===== src/rtl/mfba_pkg.sv =====
// Package for the max-flow augmenting-path core: field widths, register
// indexes, controller states and datapath command codes.
// No dependencies.
package mfba_pkg;

   localparam int NODE_IN_W = 6;
   localparam int CAP_IN_W  = 16;
   localparam int TOTAL_W   = 30;

   localparam logic [0:0] REG_SOURCE = 1'b0;
   localparam logic [0:0] REG_SINK   = 1'b1;

   localparam logic [NODE_IN_W-1:0] SOURCE_RESET = 6'd0;
   localparam logic [NODE_IN_W-1:0] SINK_RESET   = 6'd25;
   localparam logic [TOTAL_W-1:0]   TOTAL_MAX    = {TOTAL_W{1'b1}};

   typedef enum logic [4:0] {
      ST_CLEAR,
      ST_IDLE,
      ST_LD_RD,
      ST_LD_WR1,
      ST_LD_WR2,
      ST_CALC,
      ST_BFS_INIT,
      ST_DEQ,
      ST_DEQ_WAIT,
      ST_SCAN_RD,
      ST_SCAN_CHK,
      ST_WALK_INIT,
      ST_W1_PRD,
      ST_W1_RES,
      ST_W1_MIN,
      ST_W2_INIT,
      ST_W2_PRD,
      ST_W2_RD1,
      ST_W2_WR1,
      ST_W2_WR2,
      ST_OUT
   } st_type;

   typedef enum logic [4:0] {
      OP_NONE,
      OP_CLEAR,
      OP_TAKE,
      OP_LD_RD,
      OP_LD_WR1,
      OP_LD_WR2,
      OP_CALC,
      OP_BFS_INIT,
      OP_DEQ,
      OP_SCAN_START,
      OP_SCAN_RD,
      OP_SCAN_CHK,
      OP_WALK_INIT,
      OP_W1_PRD,
      OP_W1_RES,
      OP_W1_MIN,
      OP_W2_INIT,
      OP_W2_PRD,
      OP_W2_RD1,
      OP_W2_WR1,
      OP_W2_WR2,
      OP_ADD,
      OP_EMIT
   } op_type;

   typedef struct packed {
      logic clr_done;
      logic last;
      logic cfg_bad;
      logic q_empty;
      logic dst_found;
      logic scan_last;
      logic at_src;
      logic bn_zero;
      logic rsp_busy;
   } status_type;

endpackage


===== src/rtl/mfba_ctrl.sv =====
// Sequencer for the max-flow core: loading, searches, path walks and clearing.
// Depends on mfba_pkg; drives the datapath mfba_dp through one command code.
module mfba_ctrl (
   input  logic               clock,
   input  logic               reset,
   input  logic               req_tvalid,
   output logic               req_tready,
   input  mfba_pkg::status_type stat,
   output mfba_pkg::op_type   op
);

   mfba_pkg::st_type state_ff, state_in;

   always_ff @(posedge clock) begin
      if (reset) begin
         state_ff <= mfba_pkg::ST_CLEAR;
      end else begin
         state_ff <= state_in;
      end
   end

   always_comb begin
      state_in   = state_ff;
      op         = mfba_pkg::OP_NONE;
      req_tready = 1'b0;
      case (state_ff)
         mfba_pkg::ST_CLEAR: begin
            op = mfba_pkg::OP_CLEAR;
            if (stat.clr_done) state_in = mfba_pkg::ST_IDLE;
         end
         mfba_pkg::ST_IDLE: begin
            req_tready = 1'b1;
            if (req_tvalid) begin
               op       = mfba_pkg::OP_TAKE;
               state_in = mfba_pkg::ST_LD_RD;
            end
         end
         mfba_pkg::ST_LD_RD: begin
            op       = mfba_pkg::OP_LD_RD;
            state_in = mfba_pkg::ST_LD_WR1;
         end
         mfba_pkg::ST_LD_WR1: begin
            op       = mfba_pkg::OP_LD_WR1;
            state_in = mfba_pkg::ST_LD_WR2;
         end
         mfba_pkg::ST_LD_WR2: begin
            op       = mfba_pkg::OP_LD_WR2;
            state_in = stat.last ? mfba_pkg::ST_CALC : mfba_pkg::ST_IDLE;
         end
         mfba_pkg::ST_CALC: begin
            op       = mfba_pkg::OP_CALC;
            state_in = stat.cfg_bad ? mfba_pkg::ST_OUT : mfba_pkg::ST_BFS_INIT;
         end
         mfba_pkg::ST_BFS_INIT: begin
            op       = mfba_pkg::OP_BFS_INIT;
            state_in = mfba_pkg::ST_DEQ;
         end
         mfba_pkg::ST_DEQ: begin
            if (stat.dst_found) begin
               state_in = mfba_pkg::ST_WALK_INIT;
            end else if (stat.q_empty) begin
               state_in = mfba_pkg::ST_OUT;
            end else begin
               op       = mfba_pkg::OP_DEQ;
               state_in = mfba_pkg::ST_DEQ_WAIT;
            end
         end
         mfba_pkg::ST_DEQ_WAIT: begin
            op       = mfba_pkg::OP_SCAN_START;
            state_in = mfba_pkg::ST_SCAN_RD;
         end
         mfba_pkg::ST_SCAN_RD: begin
            op       = mfba_pkg::OP_SCAN_RD;
            state_in = mfba_pkg::ST_SCAN_CHK;
         end
         mfba_pkg::ST_SCAN_CHK: begin
            op       = mfba_pkg::OP_SCAN_CHK;
            state_in = stat.scan_last ? mfba_pkg::ST_DEQ : mfba_pkg::ST_SCAN_RD;
         end
         mfba_pkg::ST_WALK_INIT: begin
            op       = mfba_pkg::OP_WALK_INIT;
            state_in = mfba_pkg::ST_W1_PRD;
         end
         mfba_pkg::ST_W1_PRD: begin
            if (stat.at_src) begin
               state_in = mfba_pkg::ST_W2_INIT;
            end else begin
               op       = mfba_pkg::OP_W1_PRD;
               state_in = mfba_pkg::ST_W1_RES;
            end
         end
         mfba_pkg::ST_W1_RES: begin
            op       = mfba_pkg::OP_W1_RES;
            state_in = mfba_pkg::ST_W1_MIN;
         end
         mfba_pkg::ST_W1_MIN: begin
            op       = mfba_pkg::OP_W1_MIN;
            state_in = mfba_pkg::ST_W1_PRD;
         end
         mfba_pkg::ST_W2_INIT: begin
            if (stat.bn_zero) begin
               state_in = mfba_pkg::ST_OUT;
            end else begin
               op       = mfba_pkg::OP_W2_INIT;
               state_in = mfba_pkg::ST_W2_PRD;
            end
         end
         mfba_pkg::ST_W2_PRD: begin
            if (stat.at_src) begin
               op       = mfba_pkg::OP_ADD;
               state_in = mfba_pkg::ST_BFS_INIT;
            end else begin
               op       = mfba_pkg::OP_W2_PRD;
               state_in = mfba_pkg::ST_W2_RD1;
            end
         end
         mfba_pkg::ST_W2_RD1: begin
            op       = mfba_pkg::OP_W2_RD1;
            state_in = mfba_pkg::ST_W2_WR1;
         end
         mfba_pkg::ST_W2_WR1: begin
            op       = mfba_pkg::OP_W2_WR1;
            state_in = mfba_pkg::ST_W2_WR2;
         end
         mfba_pkg::ST_W2_WR2: begin
            op       = mfba_pkg::OP_W2_WR2;
            state_in = mfba_pkg::ST_W2_PRD;
         end
         mfba_pkg::ST_OUT: begin
            if (!stat.rsp_busy) begin
               op       = mfba_pkg::OP_EMIT;
               state_in = mfba_pkg::ST_CLEAR;
            end
         end
         default: state_in = mfba_pkg::ST_CLEAR;
      endcase
   end

endmodule


===== config.mk =====
export PLATFORM = sky130hd
export DESIGN_NAME = mfba_ctrl
export DESIGN_NICKNAME = d
export VERILOG_FILES = /design/src/rtl/mfba_pkg.sv /design/src/rtl/mfba_ctrl.sv
export SDC_FILE = /design/constraint.sdc
export NUM_CORES = 1
export LEC_CHECK = 0
export ABC_AREA = 1
export BUFFER_PORTS_ARGS = -buffer_cell sky130_fd_sc_hd__buf_2
export CAP_MARGIN = 20
export CELL_PAD_IN_SITES_DETAIL_PLACEMENT = 0
export CELL_PAD_IN_SITES_GLOBAL_PLACEMENT = 1
export CORE_UTILIZATION = 29
export CTS_CLUSTER_SIZE = 28
export DETAILED_ROUTE_END_ITERATION = 12
export PLACE_DENSITY = 0.74
export SETUP_SLACK_MARGIN = 0.2
export SYNTH_ARGS = -nofsm -noshare
export SYNTH_HDL_FRONTEND = slang
export SYNTH_SLANG_ARGS = --single-unit

===== constraint.sdc =====
create_clock -name clock -period 1.13 [get_ports clock]
set_clock_uncertainty 0.05 [all_clocks]
set_input_delay 0 -clock clock [delete_from_list [all_inputs] [get_ports clock]]
set_output_delay 0 -clock clock [all_outputs]
set_load 0.05 [all_outputs]

==> run_results.csv, run 1 <==
group,metric,value,unit
cts,htree_num_levels,1,
timing,period_needed,1.564,ns
run_status,violations,"negative setup slack",
finish,antenna_cells,0,
finish,top_register,"state_ff",
run_status,outcome,"finished, violations left",
cts,clock-sinks,5,
worst_setup_path,end_kind,"primary output",
placement,port_buffers,17,
global_routing,grt_max_degree,8,
synth,synth-warning-count,0,
synth,syn_avg_cell_area,5.439,um2
synth,synth_top_area_cell,"nand2_1",
finish,drive_above_1_share,56.90,%
synth,netlist-cell-type-count,24,
global_routing,gr-usage-all-layers,22.74,%
floorplanning,die_w,49.64,um
synth,synthArstFlopShare,0,%
timing,report.final.slew_viol_count,0,
timing,timing.fmax,0.6392,GHz
worst_setup_path,worstPathMaxFanout,6,
cts,clk_path_buf_depth,2,
synth,synth_seq_area_share,15.21,%
routing,vias_per_cell,4.990,
min_path,hold_path.class,"in -> reg",
routing,routedWlPerCell,12.84,um
cts,numCtsBuffers,3,
finish,final_cells,201,
global_routing,grtUsageMet3,5.556,%
synth,ys_seq_elements,5,
synth,ys_top_cells_by_area,"nand2_1, dfxtp_1, nor2_1",
synth,yosysMostFrequentCell,"nand2_1",
floorplanning,initial_core_util,32.23,%
worst_setup_path,crit_type,"reg -> out",
global_routing,antenna_found_initial,0,
routing,drt-total-wl,2.580,mm
power,vdd_ir_drop_max,1.102,mV
floorplanning,coreArea,2042,um2
global_routing,grt.busiest_layer,"met2",
global_routing,globalRouteMet2Util,37.84,%
finish,largest_register_ffs,5,
timing,worst_slew_pin_slew,0.3737,ns
cts,worst_skew_pair.late_latency,0.25,ns
timing,worst_slack,-0.4344,ns
finish,area.growth.synth_to_final,86.50,%
synth,synthCells,121,
timing,rsz0062_at_grt,"yes",
cts,root_buffer,"clkbuf_4",
timing,fin_crit_sh,138.4,%
power,p_leak,0.6254,nW
global_routing,use_met1,29.21,%
finish,layout.nets,187,
finish,reg.largest.list,"state_ff: 5 flops",
timing,setup_viol,11,
cts,clk_pin_slew,0.04,ns
finish,final_core_util,60.11,%
worst_setup_path,start_kind,"register",
placement,gp_congestion,0.8858,
floorplanning,fp-row-count,16,
routing,vias,1003,
worst_setup_path,worstPathArrival,1.51,ns
synth,synth-edff-count,0,
synth,netlist.area_leader.share,16.54,%
global_routing,grt_overflow,0,
timing,slew_headroom,75.00,%
power,power_density,1533,nW/um2
finish,fillerInstances,199,
routing,ant_nets,0,
global_routing,grt_pass1_vias,937,
placement,dp.cells,181,
floorplanning,io_pins,18,
synth,ys.flop_type,"dfxtp_1",
floorplanning,die-area,2464,um2
synth,syn_nets,133,
synth,synthTopCellsByCount,"nand2_1, nor2_1, inv_1",
global_routing,grt_pass1_wl,4.236,mm
routing,drt_first_iter_violations,30,
flow_run,maxCapViolCount,0,
synth,synthesis.area,658.1,um2
routing,dr.pass1.iters,4,
timing,hold_viol_final,0,
routing,drc_errors,0,
placement,place_hpwl,1.845,mm
worst_setup_path,crit_required,1.08,ns
floorplanning,fp.dieH,49.64,um
cts,cts_tree,"built",
[cells by family after synthesis]
| group | synth area share (%) |
|---|---|
| compound gates | 13.50 |
| buf+inv | 11.98 |
| flops | 15.21 |
| simple gates | 59.31 |
[repair_timing]
item                                   4_1_cts  5_1_grt
pin swaps                                   15        9
endpoints found under the hold margin        5        0
gates resized for setup                     25       16
setup endpoints to repair                   11       11
hold buffers                                 2        0
buffers inserted                            10        4
[power breakdown]
group | internal [mW] | switching (mW)
clock | 0.134 | 0.0798
combinational | 0.661 | 0.745
sequential | 0.212 | 0.0498
total | 1.01 | 0.875
[placed cells by master, fill, tap and decap left out, drive strengths merged]
cell and count:
clkinvlp 1, inv 18, dfxtp 5, nor3 3
a21oi 3, nand4 6, clkbuf 4, nand3 11
nand2 35, nor2 27, a31oi 1, a22oi 1
dlygate4sd3 2, o21a 1, buf 47, clkinv 1
o211ai 2, o21ai 6
[metrics by stage]
stage                     total power [mW]  hold WS (ns)  setup TNS [ns]  worst slack, ns  area, um2
after global routing                 2.006        0.1381          -4.326          -0.5168       1227
after detailed placement             1.194        0.1867          -1.919          -0.2754      927.1
final                                1.882        0.1014          -3.489          -0.4344       1227
after CTS                            1.726        0.1063          -3.246          -0.4097       1135
after floorplan                     0.8433      0.003272          -1.767          -0.4962      688.2
after global placement               1.195        0.1805          -2.014          -0.3004      927.1
[worst max-delay path, stage by stage (launching register included)]
cell and delay, ns:
dfxtp_2 0.35, nor2_1 0.31, nand2_2 0.14, clkinvlp_4 0.12, a22oi_2 0.06, nand4_1 0.12
buf_6 0.17
[area by class of cell]
cell class	count	area [um2]	area share (%)
clock buffer	4	26.28	2.141
inverter	20	85.08	6.932
sequential	5	113.9	9.276
multi-input combinational	96	585.6	47.71
tap	27	33.78	2.752
timing repair buffer	49	382.9	31.19
[metal layers]
| metal | vias to the layer above | share of wire [%] |
|---|---|---|
| li1 | 496 | - |
| met2 | 34 | 50 |
| met4 | 0 | 1.6 |
| met1 | 468 | 43 |
| met3 | 5 | 5.0 |
| met5 | - | 0 |
[final timing paths]
check / to / slack (ns) / cells past startpoint / startpoint
worst max-delay path: op[1] / -0.43 / 6 / state_ff[2]$_SDFFE_PP0P_
worst min-delay path: state_ff[1]$_SDFFE_PP0P_ / 0.10 / 5 / stat[8]
worst max register to register: state_ff[0]$_SDFFE_PP0P_ / -0.34 / 10 / state_ff[1]$_SDFFE_PP0P_
worst min register to register: state_ff[3]$_SDFFE_PP0P_ / 0.71 / 5 / state_ff[2]$_SDFFE_PP0P_
No activity file was read; power rests on OpenSTA's default activity.
==> run 2: changes to the inputs <==
--- a/config.mk
+++ b/config.mk
@@ -10,10 +10,11 @@
 export CAP_MARGIN = 20
 export CELL_PAD_IN_SITES_DETAIL_PLACEMENT = 0
 export CELL_PAD_IN_SITES_GLOBAL_PLACEMENT = 1
-export CORE_UTILIZATION = 29
+export CORE_UTILIZATION = 31
+export CTS_BUF_LIST = sky130_fd_sc_hd__clkbuf_4
 export CTS_CLUSTER_SIZE = 28
 export DETAILED_ROUTE_END_ITERATION = 12
-export PLACE_DENSITY = 0.74
+export PLACE_DENSITY = 0.78
 export SETUP_SLACK_MARGIN = 0.2
 export SYNTH_ARGS = -nofsm -noshare
 export SYNTH_HDL_FRONTEND = slang
==> run_results.csv, run 2 (same netlist as run 1, synthesis figures left out) <==
group,metric,value,unit
worst_setup_path,reg2reg_depth,10,
placement,pre_cts_ws,-0.2339,ns
finish,final_core_util,59.28,%
timing,hold_viol_final,0,
finish,reg.largest.list,"state_ff: 5 flops",
worst_setup_path,worstPathArrival,1.48,ns
floorplanning,die_w,48.08,um
finish,top_register,"state_ff",
timing,rsz0062_at_grt,"yes",
placement,port_buffers,17,
finish,largest_register_ffs,5,
timing,setup_viol,11,
finish,drive_above_1_share,54.97,%
worst_setup_path,cpPeakStageDelay,0.36,ns
worst_setup_path,crit_chain,"nor2_4, nand2_2, inv_4, nand2_4, o21ai_2, nor2_2, nand4_1, buf_6",
worst_setup_path,start_kind,"register",
worst_setup_path,crit_required,1.08,ns
cts,cts_tree,"built",
run_status,violations,"negative setup slack",
timing,slew_headroom,85.34,%
finish,antenna_cells,0,
worst_setup_path,ff2ff_setup_slack,-0.30,ns
timing,report.final.slew_viol_count,0,
cts,clk_pin_slew,0.04,ns
worst_setup_path,slowest_stage,"dfxtp_4",
worst_setup_path,crit_type,"reg -> out",
cts,clk_path_buf_depth,2,
power,vdd_ir_drop_max,1.016,mV
min_path,hold_depth,4,
worst_setup_path,r2r_start,"state_ff[1]$_SDFFE_PP0P_",
routing,dr.pass1.iters,4,
cts,worst_skew_pair.late_latency,0.24,ns
routing,drc_errors,0,
power,total_power,1.761,mW
floorplanning,initial_core_util,33.21,%
global_routing,grt_overflow,0,
finish,layout.nets,184,
floorplanning,fp-row-count,16,
global_routing,antenna_found_initial,0,
placement,placed_cell_area,904.6,um2
cts,numCtsBuffers,3,
cts,root_buffer,"clkbuf_4",
placement,place_hpwl,1.807,mm
routing,routedWlPerCell,13.00,um
min_path,hold_path.class,"in -> reg",
floorplanning,die-area,2311,um2
routing,ant_nets,0,
routing,drt-total-wl,2.574,mm
timing,worst_slew_pin_slew,0.2177,ns
floorplanning,fp.dieH,48.08,um
finish,final_cell_mix,"buf_4, nand2_1, nor2_1",
finish,final_common_cell,"buf_4",
routing,vias_per_cell,5.061,
timing,worst_slack,-0.3990,ns
power,power_density,1499,nW/um2
global_routing,gr-usage-all-layers,23.52,%
global_routing,grt_pass1_wl,3.726,mm
timing,timing.fmax,0.6540,GHz
global_routing,grt_max_degree,8,
worst_setup_path,worstPathMaxFanout,5,
run_status,outcome,"finished, violations left",
floorplanning,coreArea,1982,um2
min_path,worstHoldStart,"req_tvalid",
global_routing,grt_pass1_vias,868,
routing,drt_first_iter_violations,59,
worst_setup_path,rr_endpoint,"state_ff[0]$_SDFFE_PP0P_",
routing,vias,1002,
timing,period_needed,1.529,ns
cts,htree_num_levels,1,
power,p_leak,0.5896,nW
timing,fin_crit_sh,135.3,%
placement,gp_congestion,0.8591,
finish,design_area,1175,um2
finish,area.growth.synth_to_final,78.52,%
floorplanning,io_pins,18,
cts,clock-sinks,5,
min_path,min_to,"state_ff[0]$_SDFFE_PP0P_",
flow_run,maxCapViolCount,0,
worst_setup_path,end_kind,"primary output",
## run 2: what timing repair did
action	in CTS	in global routing
hold buffers	1	0
endpoints found under the setup margin	11	11
endpoints found under the hold margin	5	0
buffers inserted	10	5
pin swaps	10	7
resized for setup	31	6
## run 2: layout make-up
cell class | count | area, um2
Clock buffer | 4 | 30.03
Fill cell | 178 | 807.0
Inverter | 20 | 92.59
Multi-Input combinational cell | 96 | 553.0
Sequential cell | 5 | 118.9
Tap cell | 27 | 33.78
Timing Repair Buffer | 46 | 346.6
## run 2: routing by layer
metal  wire, um  track usage (%)  up-vias
li1           -                -      498
met5          0                0        -
met4         30            10.00        0
met1       1055            28.89      448
met3        174            3.396        4
met2       1314            40.54       52
## run 2: worst max path at each step
stage / start / slack [ns] / end
after global routing: state_ff[1]$_SDFFE_PP0P_ / -0.48 / op[2]
after CTS: state_ff[0]$_SDFFE_PP0P_ / -0.36 / op[3]
after global placement: state_ff[1]$_SDFFE_PP0P_ / -0.23 / op[2]
after floorplan: state_ff[1]$_SDFFE_PP0P_ / -0.50 / op[1]
final: state_ff[1]$_SDFFE_PP0P_ / -0.40 / op[2]
after detailed placement: state_ff[1]$_SDFFE_PP0P_ / -0.23 / op[2]
## run 2: power breakdown
part	switching (mW)	total (mW)	internal, mW	leakage, nW
Combinational	0.720	1.27	0.548	0.527
Sequential	0.0513	0.260	0.209	0.0444
Clock	0.0748	0.232	0.158	0.0184
## run 2: worst max-delay path: cells and delay by family (launching register included)
kind	cells	cell delay, ns
flops	1	0.36
simple gates	5	0.51
buf+inv	2	0.26
compound gates	1	0.12
## run 2: through the flow
step | hold WS, ns | cells | TNS, ns
2_1_floorplan | 0.003272 | 121 | -1.767
3_3_place_gp | 0.1901 | 178 | -1.613
3_5_place_dp | 0.1801 | 178 | -1.448
4_1_cts | 0.008895 | 193 | -2.781
5_1_grt | 0.03793 | 198 | -4.081
6_report | 0.01545 | 198 | -3.248
==> run 3: changes to the inputs <==
--- a/config.mk
+++ b/config.mk
@@ -15,7 +15,6 @@
 export CTS_CLUSTER_SIZE = 28
 export DETAILED_ROUTE_END_ITERATION = 12
 export PLACE_DENSITY = 0.78
-export SETUP_SLACK_MARGIN = 0.2
 export SYNTH_ARGS = -nofsm -noshare
 export SYNTH_HDL_FRONTEND = slang
 export SYNTH_SLANG_ARGS = --single-unit
==> run_results.csv, run 3 (same netlist as run 1, synthesis figures left out) <==
group,metric,value,unit
floorplanning,die_w,48.08,um
worst_setup_path,end_kind,"primary output",
floorplanning,io_pins,18,
global_routing,grt_max_degree,7,
finish,area.growth.synth_to_final,89.73,%
run_status,violations,"negative setup slack",
routing,ant_nets,0,
cts,worst_skew_pair.late_latency,0.25,ns
worst_setup_path,crit_required,1.08,ns
cts,clk_pin_slew,0.05,ns
power,p_leak,0.6364,nW
placement,gp_congestion,0.9262,
flow_run,maxCapViolCount,0,
cts,clk_path_buf_depth,2,
timing,slew_headroom,78.56,%
cts,numCtsBuffers,3,
worst_setup_path,crit_chain,"nor2_4, nand2_2, inv_2, nand2_4, o21ai_2, nor2_2, nand4_1, buf_6",
placement,placed_cell_area,917.1,um2
timing,timing.fmax,0.6470,GHz
global_routing,antenna_found_initial,0,
routing,drc_errors,0,
floorplanning,fp.dieH,48.08,um
run_status,outcome,"finished, violations left",
timing,rsz0062_at_grt,"yes",
finish,design_area,1249,um2
worst_setup_path,r2r_start,"state_ff[1]$_SDFFE_PP0P_",
cts,cts_tree,"built",
worst_setup_path,startpoint,"state_ff[1]$_SDFFE_PP0P_",
timing,setup_tns,-3.351,ns
placement,port_buffers,17,
global_routing,grt_pass1_vias,793,
routing,drt_first_iter_violations,27,
cts,clock-sinks,5,
finish,drive_above_1_share,58.14,%
worst_setup_path,cp.depth,8,
power,vdd_ir_drop_max,1.122,mV
placement,dp.cells,180,
floorplanning,initial_core_util,33.21,%
worst_setup_path,crit_family,"simple AND/OR/NAND/NOR gates",
timing,worst_slew_pin_slew,0.3213,ns
finish,final_cell_mix,"buf_4, nand2_1, nor2_1",
global_routing,grt_pass1_wl,3.484,mm
cts,root_buffer,"clkbuf_4",
worst_setup_path,worstPathArrival,1.50,ns
power,power_density,1442,nW/um2
routing,vias,994,
finish,antenna_cells,0,
worst_setup_path,worstPathMaxFanout,5,
finish,reg.largest.list,"state_ff: 5 flops",
routing,drt-total-wl,2.725,mm
timing,setup_viol,11,
placement,place_hpwl,1.780,mm
finish,largest_register_ffs,5,
finish,layout.nets,185,
floorplanning,die-area,2311,um2
worst_setup_path,rr_endpoint,"state_ff[2]$_SDFFE_PP0P_",
timing,hold_viol_final,0,
worst_setup_path,slowest_stage,"dfxtp_4",
worst_setup_path,crit_type,"reg -> out",
finish,final_common_cell,"buf_4",
finish,final_core_util,63.01,%
routing,dr.pass1.iters,5,
timing,period_needed,1.545,ns
worst_setup_path,worst-path-buf-inv,2,
floorplanning,fp-row-count,16,
worst_setup_path,reg2reg_depth,9,
worst_setup_path,ff2ff_setup_slack,-0.34,ns
global_routing,grt_overflow,0,
min_path,hold_path.class,"in -> reg",
timing,worst_hold_slack,0.1136,ns
worst_setup_path,endpoint,"op[3]",
min_path,hold_depth,5,
worst_setup_path,cpPeakStageDelay,0.36,ns
timing,fin_crit_sh,136.8,%
timing,worst_slack,-0.4155,ns
floorplanning,coreArea,1982,um2
finish,final_cells,199,
cts,htree_num_levels,1,
finish,top_register,"state_ff",
routing,vias_per_cell,4.995,
worst_setup_path,start_kind,"register",
timing,report.final.slew_viol_count,0,
global_routing,gr-usage-all-layers,22.80,%
routing,routedWlPerCell,13.69,um
[run 3: worst register-to-register path: stages (launching register included)]
cell and delay [ns]:
dfxtp_4 0.38, nor2_4 0.06, buf_4 0.13, buf_6 0.11, nand4_1 0.13, nand2_1 0.06
nor2_1 0.18, nand3_2 0.11, nor2_1 0.12, nor2_1 0.05
[run 3: area by class of cell]
cell class	count	area [um2]
repair buffers	47	371.6
fillers	185	733.2
inverters	20	100.1
clock buffers	4	30.03
multi-input cells	96	594.3
well taps	27	33.78
flip-flops and latches	5	118.9
[run 3: metrics by stage]
stage                     setup slack [ns]  power (mW)
after global routing               -0.4833       1.903
after floorplan                    -0.4963      0.8378
after CTS                          -0.3834       1.660
after detailed placement           -0.2049       1.139
final                              -0.4155       1.801
after global placement             -0.1896       1.138
[run 3: layer usage]
layer  vias up  wire length, um  track usage (%)
met5         -                0                0
met4         0               78            12.22
met3         8               98            1.509
met2        41             1372            34.59
met1       449             1176            31.86
li1        496                -                -
[run 3: timing repair]
action                     4_1_cts  5_1_grt
buffers inserted                 8        9
resized for setup               24       31
hold endpoints to repair         5        0
setup endpoints to repair       11       11
hold buffers                     2        0
pin swaps                        9       19
[run 3: worst min path at each step]
stage                  from                        to  slack, ns
finish              stat[8]  state_ff[1]$_SDFFE_PP0P_       0.11
global route        stat[0]  state_ff[4]$_SDFFE_PP0P_       0.16
CTS                 stat[8]  state_ff[1]$_SDFFE_PP0P_       0.12
detailed placement    reset  state_ff[0]$_SDFFE_PP0P_       0.18
global placement      reset  state_ff[0]$_SDFFE_PP0P_       0.18
floorplan             reset  state_ff[0]$_SDFFE_PP0P_      0.005
[run 3: power by group]
group	total, mW	internal, mW	switching, mW
sequential	0.263	0.209	0.0544
combinational	1.30	0.589	0.712
clock	0.237	0.158	0.0794
total	1.80	0.955	0.846
